==> src/sv/psc_pkg.sv <==
// Shared types, widths and register indexes for the particle sphere collision block.
// No dependencies; every other file refers to it by scoped names.
`default_nettype none

package psc_pkg;

	localparam int WORD_BITS = 32;
	localparam int FRAC_BITS = 16;
	localparam int GAIN_BITS = 18;
	localparam int GAIN_FRAC = 16;
	localparam int MAG_BITS  = WORD_BITS - 1;             // |centre - position| when near
	localparam int SQ_BITS   = 2 * WORD_BITS;             // squared distance, Q32.32
	localparam int ROOT_BITS = MAG_BITS;                  // floor(sqrt), Q16.16
	localparam int NUM_BITS  = MAG_BITS + FRAC_BITS + 1;  // divider dividend
	localparam int QUO_BITS  = FRAC_BITS + 1;             // |n| <= 1.0
	localparam int IDX_BITS  = 3;

	localparam logic [IDX_BITS-1:0] REG_MODE     = 3'd0;
	localparam logic [IDX_BITS-1:0] REG_GAIN     = 3'd1;
	localparam logic [IDX_BITS-1:0] REG_CENTER_X = 3'd2;
	localparam logic [IDX_BITS-1:0] REG_CENTER_Y = 3'd3;
	localparam logic [IDX_BITS-1:0] REG_CENTER_Z = 3'd4;
	localparam logic [IDX_BITS-1:0] REG_RADIUS   = 3'd5;

	localparam logic [GAIN_BITS-1:0] GAIN_RST   = GAIN_BITS'(1) << (GAIN_FRAC - 1);
	localparam logic [MAG_BITS-1:0]  RADIUS_RST = MAG_BITS'(1) << FRAC_BITS;

	typedef logic signed [WORD_BITS-1:0] word_t;

	// Sideband carried alongside the square root and divider pipelines
	typedef struct packed {
		word_t [2:0]                  pos;
		word_t [2:0]                  vel;
		logic  [2:0][MAG_BITS-1:0]    mag;
		logic  [2:0]                  neg;
		logic                         hit;
		logic                         bounce;
	} psc_side_t;

	typedef struct packed {
		word_t [2:0] pos;
		word_t [2:0] vel;
		logic        hit;
		logic        killed;
	} psc_res_t;

	function automatic word_t sat_word(input logic signed [SQ_BITS-1:0] x);
		logic signed [SQ_BITS-1:0] hi;
		logic signed [SQ_BITS-1:0] lo;
		hi = SQ_BITS'((SQ_BITS'(1) << (WORD_BITS - 1)) - SQ_BITS'(1));
		lo = -hi - SQ_BITS'(1);
		if (x > hi)
			return hi[WORD_BITS-1:0];
		else if (x < lo)
			return lo[WORD_BITS-1:0];
		else
			return x[WORD_BITS-1:0];
	endfunction

endpackage

`default_nettype wire

==> src/sv/psc_skid.sv <==
// Two-entry output buffer between the pipeline and the result channel.
// Depends on psc_pkg.
`default_nettype none

module psc_skid (
	input  logic                clk,
	input  logic                arst_n,
	input  logic                push,
	input  psc_pkg::psc_res_t   din,
	output logic                full,
	input  logic                pop_ready,
	output logic                out_valid,
	output psc_pkg::psc_res_t   dout
);

	logic [1:0]          cnt_q;
	psc_pkg::psc_res_t   head_q;
	psc_pkg::psc_res_t   tail_q;
	logic                pop;

	assign out_valid = cnt_q != 2'd0;
	assign full      = cnt_q == 2'd2;
	assign pop       = out_valid && pop_ready;
	assign dout      = head_q;

	always_ff @(posedge clk or negedge arst_n) begin
		if (!arst_n) begin
			cnt_q <= 2'd0;
		end else begin
			case ({push, pop})
				2'b10:   cnt_q <= cnt_q + 2'd1;
				2'b01:   cnt_q <= cnt_q - 2'd1;
				default: cnt_q <= cnt_q;
			endcase
		end
	end

	always_ff @(posedge clk) begin
		case ({push, pop})
			2'b10: begin
				if (cnt_q == 2'd0)
					head_q <= din;
				else
					tail_q <= din;
			end
			2'b01: head_q <= tail_q;
			2'b11: head_q <= din;   // only with one entry held
			default: head_q <= head_q;
		endcase
	end

`ifndef ASSERT_OFF
	a_cnt_range: assert property (@(posedge clk) disable iff (!arst_n) cnt_q != 2'd3)
		else $error("skid count out of range");
	a_no_push_full: assert property (@(posedge clk) disable iff (!arst_n) !(push && full))
		else $error("push into full skid buffer");
	a_full_holds: assert property (@(posedge clk) disable iff (!arst_n)
		(full && !pop_ready) |=> full)
		else $error("full skid buffer lost an entry without a pop");
`endif

endmodule

`default_nettype wire

==> config.mk <==
export PLATFORM = sky130hd
export DESIGN_NAME = psc_skid
export DESIGN_NICKNAME = d
export VERILOG_FILES = /design/src/sv/psc_pkg.sv /design/src/sv/psc_skid.sv
export SDC_FILE = /design/constraint.sdc
export NUM_CORES = 1
export LEC_CHECK = 0
export ABC_AREA = 1
export BUFFER_PORTS_ARGS = -buffer_cell sky130_fd_sc_hd__buf_2
export CAP_MARGIN = 20
export CORE_MARGIN = 2
export CORE_UTILIZATION = 40
export CTS_CLUSTER_DIAMETER = 200
export DETAILED_ROUTE_END_ITERATION = 8
export HOLD_SLACK_MARGIN = 0.12
export PLACE_DENSITY_LB_ADDON = 0.15
export SETUP_SLACK_MARGIN = 0.02
export SYNTH_ARGS = -nofsm -noshare
export SYNTH_HDL_FRONTEND = slang
export SYNTH_SLANG_ARGS = --single-unit
==> constraint.sdc <==
create_clock -name clk -period 28 [get_ports clk]
set_input_delay 4.2 -clock clk [delete_from_list [all_inputs] [get_ports clk]]
set_output_delay 4.2 -clock clk [all_outputs]
set_load 0.02 [all_outputs]
### Yosys cells after proc, flatten, opt, wreduce, memory -nomap -nowiden

Cells that the tools add are included.

| word-level totals | value |
|---|---|
| bits in registers | 390 |
| input bits | 198 |
| output and inout bits | 196 |
| word-level logic and storage cells | 35 |

| cells by class | value |
|---|---|
| add/subtract/negate cells | 2 |
| eq/ne operators | 5 |
| muxes and demuxes | 3 |
| bitwise operators | 1 |
| reduce and logical (&&, ||, !) cells | 7 |

Operators by type and width:

| kind | count |
|---|---|
| case mux 194 bit (3 select lines) | 1 |
| two-way mux 194 bit | 1 |
| == test 2 bit, second input constant | 3 |
| case mux 2 bit (2 select lines) | 1 |
| AND reduction 2 bit | 2 |
| nonzero test 2 bit | 2 |
| nonzero test 3 bit | 1 |
| adder 2 x 1 -> 2 bit, second input constant | 1 |
| == test 2 x 1 -> 1 bit, second input constant | 1 |
| logical NOT 2 bit | 1 |
| inequality test 2 bit, second input constant | 1 |
| subtractor 2 x 1 -> 2 bit, second input constant | 1 |
| logical AND 1 bit | 1 |
| inverter 1 bit | 1 |

### Longest topological paths before layout

| depth | value |
|---|---|
| depth after elaboration | 5 |
| mapped depth | 12 |
| gate-level depth less buffers | 10 |

### Worst setup path before layout

No wires, ideal clock.

| timing path | value |
|---|---|
| kind | input port to flip-flop |
| start point | in push |
| end point | reg head_q, in the netlist dout[0], enable pin |
| setup time | 1.018 ns |
| data arrival time | 17.756 ns |
| required time | 26.982 ns |
| setup slack | 9.227 ns |
| stages | 2 |
| cells stage by stage | inv_1 -> o21ai_0 |

| on the way | value |
|---|---|
| cells in the longest elaborated chain, start to end | 3 |
| elaborated cells between the ends (all ways) | 6 |
| classes of those cells | 4 x eq/ne; 2 x reduce/logical |

Ends and longest elaborated chain:

| what | line | RTL |
|---|---|---|
| from (decl) | psc_skid.sv:8 | `input logic push,` |
| == test 2 bit / == test 2 x 1 -> 1 bit (equally long branches) | psc_skid.sv:39 | `case ({push, pop})` |
| inequality test 2 bit (no source line) / nonzero test 3 bit (equally long branches) | n/a |  |
| AND reduction 2 bit (no source line) (*) | n/a |  |
| to (signal assigned) | psc_skid.sv:42 | `head_q <= din;` |
| to (signal assigned) | psc_skid.sv:46 | `2'b01: head_q <= tail_q;` |
| to (signal assigned) | psc_skid.sv:47 | `2'b11: head_q <= din;` |
| to (decl) | psc_skid.sv:17 | `psc_pkg::psc_res_t head_q;` |

Every way passes the cells marked *; elsewhere a longest branch is shown, timed or not.
A chain may end at the register's enable or synchronous reset.

### Worst setup path after layout

| timing path | value |
|---|---|
| start point | in push |
| end point | reg head_q, in the netlist dout[60], enable pin |

Same word-level chain as after synthesis.

==> impl_metrics.env <==
export IMPL_port_buffers=393
export IMPL_synthCells=1035
export IMPL_min_from="tail_q[29]$_DFFE_PP_"
export IMPL_worstSetupPathType="input port to register"
export IMPL_die_w_um=193.3
export IMPL_slowest_stage="buf_4"
export IMPL_setup_tns_final_ps=0
export IMPL_cts_root_buffer="clkbuf_16"
export IMPL_powerDensity_nw_per_um2=103.5
export IMPL_synth_avg_cell_area_um2=13.85
export IMPL_final_net_count=1639
export IMPL_crit_chain="buf_2, inv_1, o21ai_4, buf_4, buf_4"
export IMPL_peakVddDrop_mv=0.05974
export IMPL_hold_buffers=0
export IMPL_num_fill_cells=3199
export IMPL_hold_depth=2
export IMPL_htreeDepth=2
export IMPL_rsz0062_at_grt="false"
export IMPL_vias=8945
export IMPL_ys_ff_latch=390
export IMPL_period_needed_ps=6306
export IMPL_antenna_left=0
export IMPL_final_common_cell="nand2_1"
export IMPL_die_area_um2=37370
export IMPL_cp_common_cell="buf_4"
export IMPL_rows=69
export IMPL_grt_max_degree=103
export IMPL_worstSetupPathDepth=5
export IMPL_drt_total_wl_um=33500
export IMPL_reg2regPathDepth=5
export IMPL_clock_sinks=390
export IMPL_synthTopCellsByArea="edfxtp_1 81%, nand2_1 15%, buf_6 1.3%, buf_2 0.63%, buf_4 0.42%"
export IMPL_io_pins=394
export IMPL_cp_top_family="buffers and inverters"
export IMPL_clk_latency_ps=530
export IMPL_viasPerCell=4.611
export IMPL_path_clk_slew_ps=60
export IMPL_synth_top_area_share=0.8127
export IMPL_antenna_found_initial=8
export IMPL_cts_tree="yes"
export IMPL_arrival_ps=6450
export IMPL_yosysTopAreaCell="edfxtp_1"
export IMPL_required_ps=28140
export IMPL_die_y_um=193.3
export IMPL_drive_gt1_frac=0.3118
export IMPL_slew_headroom=0.3075
export IMPL_skew_ps=14.62
export IMPL_core_area_um2=35400
export IMPL_fin_crit_sh=0.2252
export IMPL_regToRegSetupSlack_ps=24910
export IMPL_grt_first_pass_wirelength_um=50930
export IMPL_netlist_area_um2=14340
export IMPL_worst_slack_ps=21690
export IMPL_syn_to_final_growth_pct=25.68
export IMPL_gp_congestion=0.7731
export IMPL_final_hold_violation_count=0
export IMPL_fmax_ghz=0.1586
export IMPL_worstPathMaxFanout=55
export IMPL_initial_core_util=0.4050
export IMPL_r2r_end="dout[60]$_DFFE_PP_"
export IMPL_cap_violations=0
export IMPL_grt_remaining_overflow=0
export IMPL_grt_pass1_vias=8711
export IMPL_hold_path_class="register to register"
export IMPL_reg2reg_from="cnt_q[0]$_DFFE_PN0P_"
export IMPL_worst_pin_slew_ps=1039
export IMPL_synth_warnings=0
export IMPL_numCtsBuffers=43
export IMPL_final_cell_mix="588 x nand2_1, 393 x buf_2, 388 x edfxtp_1, 45 x clkbuf_16, 17 x clkinv_1"
export IMPL_outcome="finished, final reports clean"
export IMPL_dp_hpwl_um=21180
export IMPL_cts_setup_buffers=0
export IMPL_setup_viol=0
export IMPL_firstDrtPassIters=4
export IMPL_crit_path_end_kind="register"
export IMPL_ys_types=15
export IMPL_yosysSeqAreaShare=0.8162
export IMPL_grt_total_usage=0.1739
export IMPL_wl_per_cell_um=17.27
export IMPL_clockBufferDepth=3
export IMPL_drtIter0Drc=627
export IMPL_cpPeakStageDelay_ps=740
export IMPL_path_buf_inv=4
export IMPL_crit_path_start_kind="input port"
export IMPL_place_ws_ps=20870
export IMPL_cts_resized_gates=0
export IMPL_slew_viol_final=0
export IMPL_synth_nets=1235
export IMPL_p_leak_nw=7.742
export IMPL_hold_end="dout[29]$_DFFE_PP_"
export IMPL_drc=0
==> synthesized netlist by cell type (all sizes together) <==
master	n
buf	43
dfrtp	2
edfxtp	388
ha	2
inv	6
nand2	588
nand3	1
nand4	1
nor2	1
o21a	1
o21ai	1
xnor2	1
==> worst min-delay path: cells and delay by family (launching register included) <==
family | cells | cell delay (ps)
flops | 1 | 320
simple gates | 2 | 100
==> layout make-up <==
class	instances	area [um^2]	share of cell area
tap	461	576.8	0.03201
timing repair buffer	402	2054	0.1140
antenna	7	17.52	0.0009722
clock inverter	25	185.2	0.01028
sequential	390	11700	0.6494
multi-input combinational	596	2300	0.1276
clock buffer	53	1156	0.06416
inverter	6	27.53	0.001528
==> per-stage QoR <==
stage / cell area [um^2] / total power (W) / util / hold WS (ps) / std cells
floorplan: 14340 / 0.001247 / - / 462.8 / 1035
global placement: 16630 / 0.001342 / 0.4699 / 497.7 / 1854
detailed placement: 16630 / 0.001347 / 0.4699 / 499.9 / 1854
CTS: 17970 / 0.001890 / 0.5078 / 507.9 / 1932
global route: 18010 / 0.001956 / 0.5088 / 524.8 / 1936
finish: 18020 / 0.001866 / 0.5090 / 507.9 / 1940
==> report_power, final <==
group,switching [W],internal (W),total [W]
sequential,0.0000405,0.000856,0.000896
combinational,0.000328,0.000104,0.000432
clock,0.000218,0.000319,0.000538
==> how the worst max path moves through the flow <==
stage,to,slack (ps),start
finish,dout[60]$_DFFE_PP_,21690,push
global placement,cnt_q[1]$_DFFE_PN0P_,20950,pop_ready
detailed placement,cnt_q[1]$_DFFE_PN0P_,20870,pop_ready
CTS,cnt_q[1]$_DFFE_PN0P_,21390,pop_ready
floorplan,dout[0]$_DFFE_PP_,9230,push
global route,dout[57]$_DFFE_PP_,21480,push
==> per-layer routing <==
metal,share of wire,GRT usage
met1,0.41,0.2345
met2,0.44,0.2571
met3,0.11,0.07218
met4,0.027,0.05457
met5,0.0015,0
==> cells by family after synthesis <==
group | count (synthesis) | synth area share
xor gates and xnor gates | 1 | 0.0006110
DFF | 390 | 0.8162
and+or+nand+nor | 591 | 0.1550
buffers and inverters | 49 | 0.02557
adders and majority gates | 2 | 0.001745
AOI/OAI and AO/OA | 2 | 0.0008726
==> registers in the layout, summed over array words and instances, names as in the netlist <==
register  flops
cnt_q         2
tail_q      194
dout        194
Power figures use the tool's default switching activity.
